### src/sv/gww_pkg.sv
// ----------------------------------------------------------------------------
// gww_pkg
// Shared types and constants of the greedy word-wrap line breaker.
// ----------------------------------------------------------------------------
package gww_pkg;

  localparam int CharTableDepthDef = 128;
  localparam int PositionBitsDef   = 16;

  localparam int CharCodeBits   = 7;
  localparam int GlyphBits      = 8;
  localparam int SegFieldBits   = 16;
  localparam int LineWidthBits  = 16;
  localparam int RunWidthBits   = 17;
  localparam int CfgIndexBits   = 2;
  localparam int CfgDataBits    = 16;

  localparam logic [CharCodeBits-1:0] SpaceCode   = CharCodeBits'(32);
  localparam logic [CharCodeBits-1:0] NewlineCode = CharCodeBits'(10);

  typedef enum logic [1:0] {
    ACT_LOAD = 2'd0,
    ACT_CHAR = 2'd1,
    ACT_EOT  = 2'd2
  } action_e;

  typedef enum logic [CfgIndexBits-1:0] {
    CFG_MAX_LINE_WIDTH     = 2'd0,
    CFG_BREAK_INSIDE_WORDS = 2'd1
  } cfg_index_e;

  typedef struct packed {
    logic [1:0]              action;
    logic [CharCodeBits-1:0] char_code;
    logic [GlyphBits-1:0]    glyph_width;
  } gww_in_t;

  typedef struct packed {
    logic [SegFieldBits-1:0] segment_start;
    logic [SegFieldBits-1:0] segment_length;
    logic                    end_of_text_seen;
  } gww_out_t;

endpackage

### src/sv/greedy_word_wrap_breaker.sv
// A request is registered in the input stage, and its result is registered in the
// output register once that register is free.
// Throughput: one request per cycle; the input stalls only while the output
// register holds a result that is itself stalled.
// Reset clears positions, widths, the pipeline and the registers to their
// defaults; the glyph width table is not cleared and must be loaded first.
// ----------------------------------------------------------------------------
// greedy_word_wrap_breaker
// Splits a character stream into line segments using a glyph width table.
// ----------------------------------------------------------------------------
module greedy_word_wrap_breaker
  import gww_pkg::*;
#(
  parameter int CHAR_TABLE_DEPTH = CharTableDepthDef,
  parameter int POSITION_BITS    = PositionBitsDef
) (
  input  logic                    clk_i,
  input  logic                    rst_ni,
  input  logic                    in_valid_i,
  output logic                    in_stall_o,
  input  gww_in_t                 in_data_i,
  output logic                    out_valid_o,
  input  logic                    out_stall_i,
  output gww_out_t                out_data_o,
  input  logic                    cfg_valid_i,
  output logic                    cfg_ready_o,
  input  logic [CfgIndexBits-1:0] cfg_index_i,
  input  logic [CfgDataBits-1:0]  cfg_data_i
);

  localparam int TableIdxBits = $clog2(CHAR_TABLE_DEPTH);
  localparam int PosExtBits   = (POSITION_BITS > SegFieldBits) ? POSITION_BITS : SegFieldBits;

  typedef logic [POSITION_BITS-1:0] pos_t;
  typedef logic [RunWidthBits-1:0]  run_t;
  typedef logic [RunWidthBits:0]    sum_t;

  function automatic run_t sat_add(run_t a, logic [GlyphBits-1:0] b);
    sum_t s;
    s = {1'b0, a} + (RunWidthBits + 1)'(b);
    return s[RunWidthBits] ? {RunWidthBits{1'b1}} : s[RunWidthBits-1:0];
  endfunction

  // Configuration
  logic [LineWidthBits-1:0] max_width_q;
  logic                     break_inside_q;

  assign cfg_ready_o = 1'b1;

  always_ff @(posedge clk_i or negedge rst_ni) begin
    if (!rst_ni) begin
      max_width_q    <= {LineWidthBits{1'b1}};
      break_inside_q <= 1'b0;
    end else if (cfg_valid_i) begin
      if (cfg_index_i == CFG_MAX_LINE_WIDTH) begin
        max_width_q <= cfg_data_i[LineWidthBits-1:0];
      end
      if (cfg_index_i == CFG_BREAK_INSIDE_WORDS) begin
        break_inside_q <= cfg_data_i[0];
      end
    end
  end

  // Handshake
  logic in_accept;
  logic out_free;
  logic advance;
  logic s1_valid_q;

  assign out_free   = !out_valid_o || !out_stall_i;
  assign in_stall_o = s1_valid_q && !out_free;
  assign in_accept  = in_valid_i && !in_stall_o;
  assign advance    = s1_valid_q && out_free;

  // Width table and input stage
  logic [GlyphBits-1:0]    width_mem [CHAR_TABLE_DEPTH];
  logic [TableIdxBits-1:0] mem_idx;
  logic [GlyphBits-1:0]    glyph_q;
  gww_in_t                 s1_item_q;

  assign mem_idx = TableIdxBits'(in_data_i.char_code);

  always_ff @(posedge clk_i) begin
    if (in_accept) begin
      if (in_data_i.action == ACT_LOAD) begin
        width_mem[mem_idx] <= in_data_i.glyph_width;
      end
      glyph_q   <= width_mem[mem_idx];
      s1_item_q <= in_data_i;
    end
  end

  always_ff @(posedge clk_i or negedge rst_ni) begin
    if (!rst_ni) begin
      s1_valid_q <= 1'b0;
    end else if (in_accept) begin
      s1_valid_q <= 1'b1;
    end else if (advance) begin
      s1_valid_q <= 1'b0;
    end
  end

  // Text state
  pos_t stream_q, stream_d;
  pos_t begin_q, begin_d;
  pos_t spos_q, spos_d;
  logic seen_q, seen_d;
  run_t run_q, run_d;
  run_t was_q, was_d;

  always_ff @(posedge clk_i or negedge rst_ni) begin
    if (!rst_ni) begin
      stream_q <= '0;
      begin_q  <= '0;
      spos_q   <= '0;
      seen_q   <= 1'b0;
      run_q    <= '0;
      was_q    <= '0;
    end else begin
      stream_q <= stream_d;
      begin_q  <= begin_d;
      spos_q   <= spos_d;
      seen_q   <= seen_d;
      run_q    <= run_d;
      was_q    <= was_d;
    end
  end

  // Per-character terms
  logic is_space, is_newline, is_ctrl;
  pos_t pos_next, len_to_pos, spos_n, spos_plus, len_to_space;
  logic seen_n, overflow, break_at_char;
  run_t was_n;
  sum_t run_sum;

  assign is_space     = s1_item_q.char_code == SpaceCode;
  assign is_newline   = s1_item_q.char_code == NewlineCode;
  assign is_ctrl      = s1_item_q.char_code < SpaceCode;
  assign pos_next     = stream_q + pos_t'(1);
  assign len_to_pos   = stream_q - begin_q;
  assign spos_n       = is_space ? stream_q : spos_q;
  assign seen_n       = is_space || seen_q;
  assign was_n        = is_space ? '0 : sat_add(was_q, glyph_q);
  assign run_sum      = {1'b0, run_q} + (RunWidthBits + 1)'(glyph_q);
  assign overflow     = run_sum > (RunWidthBits + 1)'(max_width_q);
  assign break_at_char = !seen_n || break_inside_q;
  assign spos_plus    = spos_n + pos_t'(1);
  assign len_to_space = spos_plus - begin_q;

  logic res_valid, res_eot;
  pos_t res_start, res_len;

  always_comb begin
    stream_d  = stream_q;
    begin_d   = begin_q;
    spos_d    = spos_q;
    seen_d    = seen_q;
    run_d     = run_q;
    was_d     = was_q;
    res_valid = 1'b0;
    res_eot   = 1'b0;
    res_start = begin_q;
    res_len   = len_to_pos;
    if (advance) begin
      case (s1_item_q.action)
        ACT_EOT: begin
          res_valid = len_to_pos != '0;
          res_eot   = 1'b1;
          stream_d  = '0;
          begin_d   = '0;
          spos_d    = '0;
          seen_d    = 1'b0;
          run_d     = '0;
          was_d     = '0;
        end
        ACT_CHAR: begin
          stream_d = pos_next;
          if (is_newline) begin
            res_valid = len_to_pos != '0;
            begin_d   = pos_next;
            seen_d    = 1'b0;
            run_d     = '0;
            was_d     = '0;
          end else if (!is_ctrl) begin
            spos_d = spos_n;
            seen_d = seen_n;
            was_d  = was_n;
            if (!overflow) begin
              run_d = sat_add(run_q, glyph_q);
            end else begin
              seen_d = 1'b0;
              if (break_at_char) begin
                // overflowing character opens the next segment
                res_valid = len_to_pos != '0;
                begin_d   = stream_q;
                run_d     = RunWidthBits'(glyph_q);
                was_d     = '0;
              end else begin
                // close after the last space, carry the width past it
                res_valid = 1'b1;
                res_len   = len_to_space;
                begin_d   = spos_plus;
                run_d     = was_n;
              end
            end
          end
        end
        default: begin
        end
      endcase
    end
  end

  // Output register
  logic [PosExtBits-1:0] start_ext, len_ext;
  gww_out_t              out_q;
  logic                  out_valid_q;

  assign start_ext = PosExtBits'(res_start);
  assign len_ext   = PosExtBits'(res_len);

  always_ff @(posedge clk_i or negedge rst_ni) begin
    if (!rst_ni) begin
      out_valid_q <= 1'b0;
    end else if (advance) begin
      out_valid_q <= res_valid;
    end else if (!out_stall_i) begin
      out_valid_q <= 1'b0;
    end
  end

  always_ff @(posedge clk_i) begin
    if (advance && res_valid) begin
      out_q.segment_start    <= start_ext[SegFieldBits-1:0];
      out_q.segment_length   <= len_ext[SegFieldBits-1:0];
      out_q.end_of_text_seen <= res_eot;
    end
  end

  assign out_valid_o = out_valid_q;
  assign out_data_o  = out_q;

endmodule

### config.mk
export PLATFORM = sky130hd
export DESIGN_NAME = greedy_word_wrap_breaker
export DESIGN_NICKNAME = d
export VERILOG_FILES = /design/src/sv/gww_pkg.sv /design/src/sv/greedy_word_wrap_breaker.sv
export SDC_FILE = /design/constraint.sdc
export NUM_CORES = 1
export LEC_CHECK = 0
export ABC_AREA = 1
export BUFFER_PORTS_ARGS = -buffer_cell sky130_fd_sc_hd__buf_2
export CAP_MARGIN = 20
export CELL_PAD_IN_SITES_DETAIL_PLACEMENT = 1
export CELL_PAD_IN_SITES_GLOBAL_PLACEMENT = 1
export CORE_UTILIZATION = 35
export CTS_CLUSTER_SIZE = 28
export DETAILED_ROUTE_END_ITERATION = 8
export GPL_TIMING_DRIVEN = 0
export HOLD_SLACK_MARGIN = 0.08
export PLACE_DENSITY_LB_ADDON = 0.3
export SYNTH_ARGS = -nofsm -noshare
export SYNTH_HDL_FRONTEND = slang
export SYNTH_SLANG_ARGS = --single-unit
### constraint.sdc
create_clock -name clk_i -period 6 [get_ports clk_i]
set_input_delay 0.6 -clock clk_i [delete_from_list [all_inputs] [get_ports clk_i]]
set_output_delay 0.6 -clock clk_i [all_outputs]
set_load 0.03 [all_outputs]
==> metrics.cfg <==
[setup_path]
startpoint_type = flop
cp-end-kind = flop
rr_endpoint = out_data_o[19]
crit_family = simple AND/OR/NAND/NOR gates
reg2reg_from = glyph_q[0]
crit_top_cell = nand2_1
cp_cell_sequence = ha_1 -> inv_1 -> fa_1 -> nand3b_1 -> nand2_1 -> nand4_1 -> nand2_1 -> nand3_1 -> nor2_1 -> xor2_1 -> inv_1 -> ha_1 -> nand2_1 -> nor2_1 -> nand2_1 -> nand2_1 -> nand2_1 -> nand2_1 -> nand2_1 -> nand2_2 -> clkbuf_1 -> nand3_1 -> nand2_1 -> buf_16
required_ns = 6.47
regToRegSetupSlack_ns = 0.74
cpPeakStageDelay_ns = 0.56
cp_max_fo = 22
cp_slowest_cell = nand2_1
ff2ff_path_depth = 24
path_buf_inv = 4
crit_type = flop to flop
cp.arrival_ns = 5.73

[finish]
syn_to_final_growth_pct = 15.17
final_common_cell = nand2_1
nets = 4374
final_cell_mix = nand2_1 (1119), edfxtp_1 (1074), nor2_1 (281)
layout-drive-gt1-share_pct = 10.04

[clock_network]
ctsResizeCount = 0
tritoncts = built
cts_max_level = 3
path_clk_slew_ns = 0.06
root_buffer = clkbuf_16
cts_made_buffers = 121
cts_num_sinks = 1176
cts.path.max_buffers = 3
clk_latency_ns = 0.77

[power_and_ir_drop]
pwr-share-comb_pct = 8.5
clockPowerShare_pct = 41.4
seqPwrFrac_pct = 50.2
internal_power_uw = 13560
p_per_area_nw_per_um2 = 321.4
switching_share_pct = 25.11
ir_worst_vdd_uv = 238.1
p_leak_uw = 0.02052
switching_power_uw = 4548

[synth]
syn_area_per_cell_um2 = 12.17
synth_warnings = 0
synthDistinctLibCells = 55
syn_nets = 4129
synth_edf_count = 1074
synth-seq-area-share_pct = 71.18
synthCells = 4019
synth_async_sr_flop_share_pct = 8.673
synth_top_flop_cell = edfxtp_1
synth_area_um2 = 48920
synth-seq-cells = 1176

[outcome]
outcome = completed

[drt]
finalWirelength_um = 200600
vias = 35920
wire_per_inst_um = 32.16
dr.pass1.iters = 8
ant_nets = 0
drt_iter0_markers = 4534
routed_via_density = 5.757
drc = 0

[grt]
grt_util_met1_pct = 36.78
grt_max_degree = 90
grt_pass1_vias = 34940
antenna_found_initial = 15
grtUsageMet2_pct = 44.08
grt_first_pass_wirelength_um = 274600
grt_overflow = 0
track_usage_pct = 28.01
grt.busiest_layer = met2
use_met3_pct = 6.868

[timing]
max_freq_ghz = 0.1902
rsz0062_at_grt = no
worst_pin_slew_ns = 1.237
whs_ns = 0.1108
setup_viol = 0
fin_ws_ns = 0.7417
clock_skew_ns = 0.03685
finalCritPeriodShare_pct = 87.64
slew_headroom_pct = 17.55
hold_viol = 0
min_period_ns = 5.258
drv_slew = 0

[placed_design]
place_ws_ns = 0.6036
globalplace.congestion = 0.9825
portBuffers = 74
hpwl_um = 134100

[hold_path]
hold-path-endpoint = max_width_q[5]
hold_class = input pin to flop
worstHoldStart = cfg_data_i[5]
hold_depth = 3

[die]
fp.dieH_um = 375.9
ios = 76
fp-row-count = 136
die-width_um = 375.9
start_util_pct = 35.45
fp.dieArea_um2 = 141300
coreArea_um2 = 138000

[job]
max_cap_viol_count = 0

worst reg2reg max path, cell delays in order (launching register included):
cell and delay, ns:
edfxtp_1 0.42, ha_1 0.21, inv_1 0.09, fa_1 0.41, nand3b_1 0.17, nand2_1 0.14, nand4_1 0.09, nand2_1 0.18
nand3_1 0.15, nor2_1 0.20, xor2_1 0.31, inv_1 0.08, ha_1 0.28, nand2_1 0.06, nor2_1 0.19, nand2_1 0.08
nand2_1 0.06, nand2_1 0.05, nand2_1 0.05, nand2_1 0.07, nand2_2 0.16, clkbuf_1 0.40, nand3_1 0.29, nand2_1 0.57
buf_16 0.25
kinds of logic (layout without fill, tap and decap cells):
logic type                 count (synthesis)  in the layout  synth area share (%)
DFF                                     1176           1176                 71.18
AOI/OAI and AO/OA                        560            560                 7.798
other                                      1              6              0.007665
buffers and inverters                    437            789                 3.616
xor gates and xnor gates                  51             51                0.9130
adders and majority gates                 70             70                 1.852
and+or+nand+nor                         1724           1724                 14.64
synth_stat cells, types with 4 or more instances:
cell       count  area, µm²
a21o_1         5      37.54
a21oi_1      106      530.5
a221oi_1      78      683.2
a221oi_2       8      120.1
a22o_1        28      245.2
a22oi_1      131      983.4
a31oi_1        7      43.79
and3_1        14      87.58
buf_1         18      67.56
buf_2         70      350.3
buf_4          7      52.55
clkbuf_1      54      202.7
dfrtp_1       86       2152
dfstp_2       16      420.4
edfxtp_1    1074      32250
fa_1           4      80.08
ha_1          66      825.8
inv_1        272       1021
inv_2         12      45.04
nand2_1     1119       4200
nand3_1      130      650.6
nand3_2        7      70.07
nand3b_1       6      45.04
nand4_1      127      794.5
nor2_1       281       1055
nor3_1        17      85.08
o2111ai_1      9      78.83
o211ai_1      14      105.1
o21ai_0       89      445.4
o21ai_1       27      135.1
o22ai_1       33      206.5
o31ai_1        8      60.06
or2_2          8      50.05
xnor2_1       13      113.9
xor2_1        38      332.8
power by group through the flow:
stage | clock network [µW] | registers (µW) | logic (µW)
2_1_floorplan | 0 | 9270 | 705
3_3_place_gp | 0 | 9270 | 1420
3_5_place_dp | 0 | 9260 | 1490
4_1_cts | 7510 | 9090 | 1500
5_1_grt | 7780 | 9090 | 1620
6_report | 7490 | 9090 | 1530
per-layer routing:
layer | vias up | share of wire [%]
li1 | 14910 | -
met1 | 18400 | 38
met2 | 2125 | 46
met3 | 470 | 11
met4 | 10 | 4.8
met5 | - | 0.036
per-stage QoR:
step           setup TNS [ns]  power (µW)  cell area [µm²]  instances  utilization [%]
6_report                    0       18110            56350       6239            40.83
5_1_grt                     0       18490            56330       6234            40.82
4_1_cts                     0       18100            56300       6231            40.80
3_5_place_dp                0       10750            52320       5989            37.91
3_3_place_gp           -8.452       10690            51630       5956            37.41
2_1_floorplan               0        9973            48920       4019                -
final cells by class:
class / count / area, µm²
antenna: 5 / 12.51
buffer: 151 / 721.9
clock buffer: 151 / 3172
clock inverter: 79 / 694.4
fill: 14680 / 81660
inverter: 286 / 1074
multi-input combinational: 2406 / 12330
sequential: 1176 / 34820
tap: 1863 / 2331
timing repair buffer: 122 / 1186
worst max-delay path by stage:
stage          cells past startpoint           from  slack (ns)               end
3_5_place_dp                      10  in_data_i[10]        0.60  width_mem[43][0]
4_1_cts                           24     glyph_q[0]        0.68    out_data_o[19]
3_3_place_gp                       9   in_data_i[8]       -0.16  width_mem[48][7]
6_report                          24     glyph_q[0]        0.74    out_data_o[19]
5_1_grt                           24     glyph_q[0]        0.22    out_data_o[19]
2_1_floorplan                     23     glyph_q[0]        1.74     out_data_o[0]
registers in the layout, summed over array words and instances, names as in the netlist:
signal          count
out_data_o         33
seen_q              1
spos_q             16
glyph_q             8
max_width_q        16
was_q              17
s1_item_q           9
width_mem        1024
begin_q            16
out_valid_o         1
stream_q           16
run_q              17
s1_valid_q          1
break_inside_q      1
timing repair:
item                                    4_1_cts  5_1_grt
endpoints found under the setup margin        0        0
hold buffers                                 12        0
hold endpoints to repair                     45        0
setup buffers                                 0        0
Note: power is estimated with default switching activity, not from simulation.
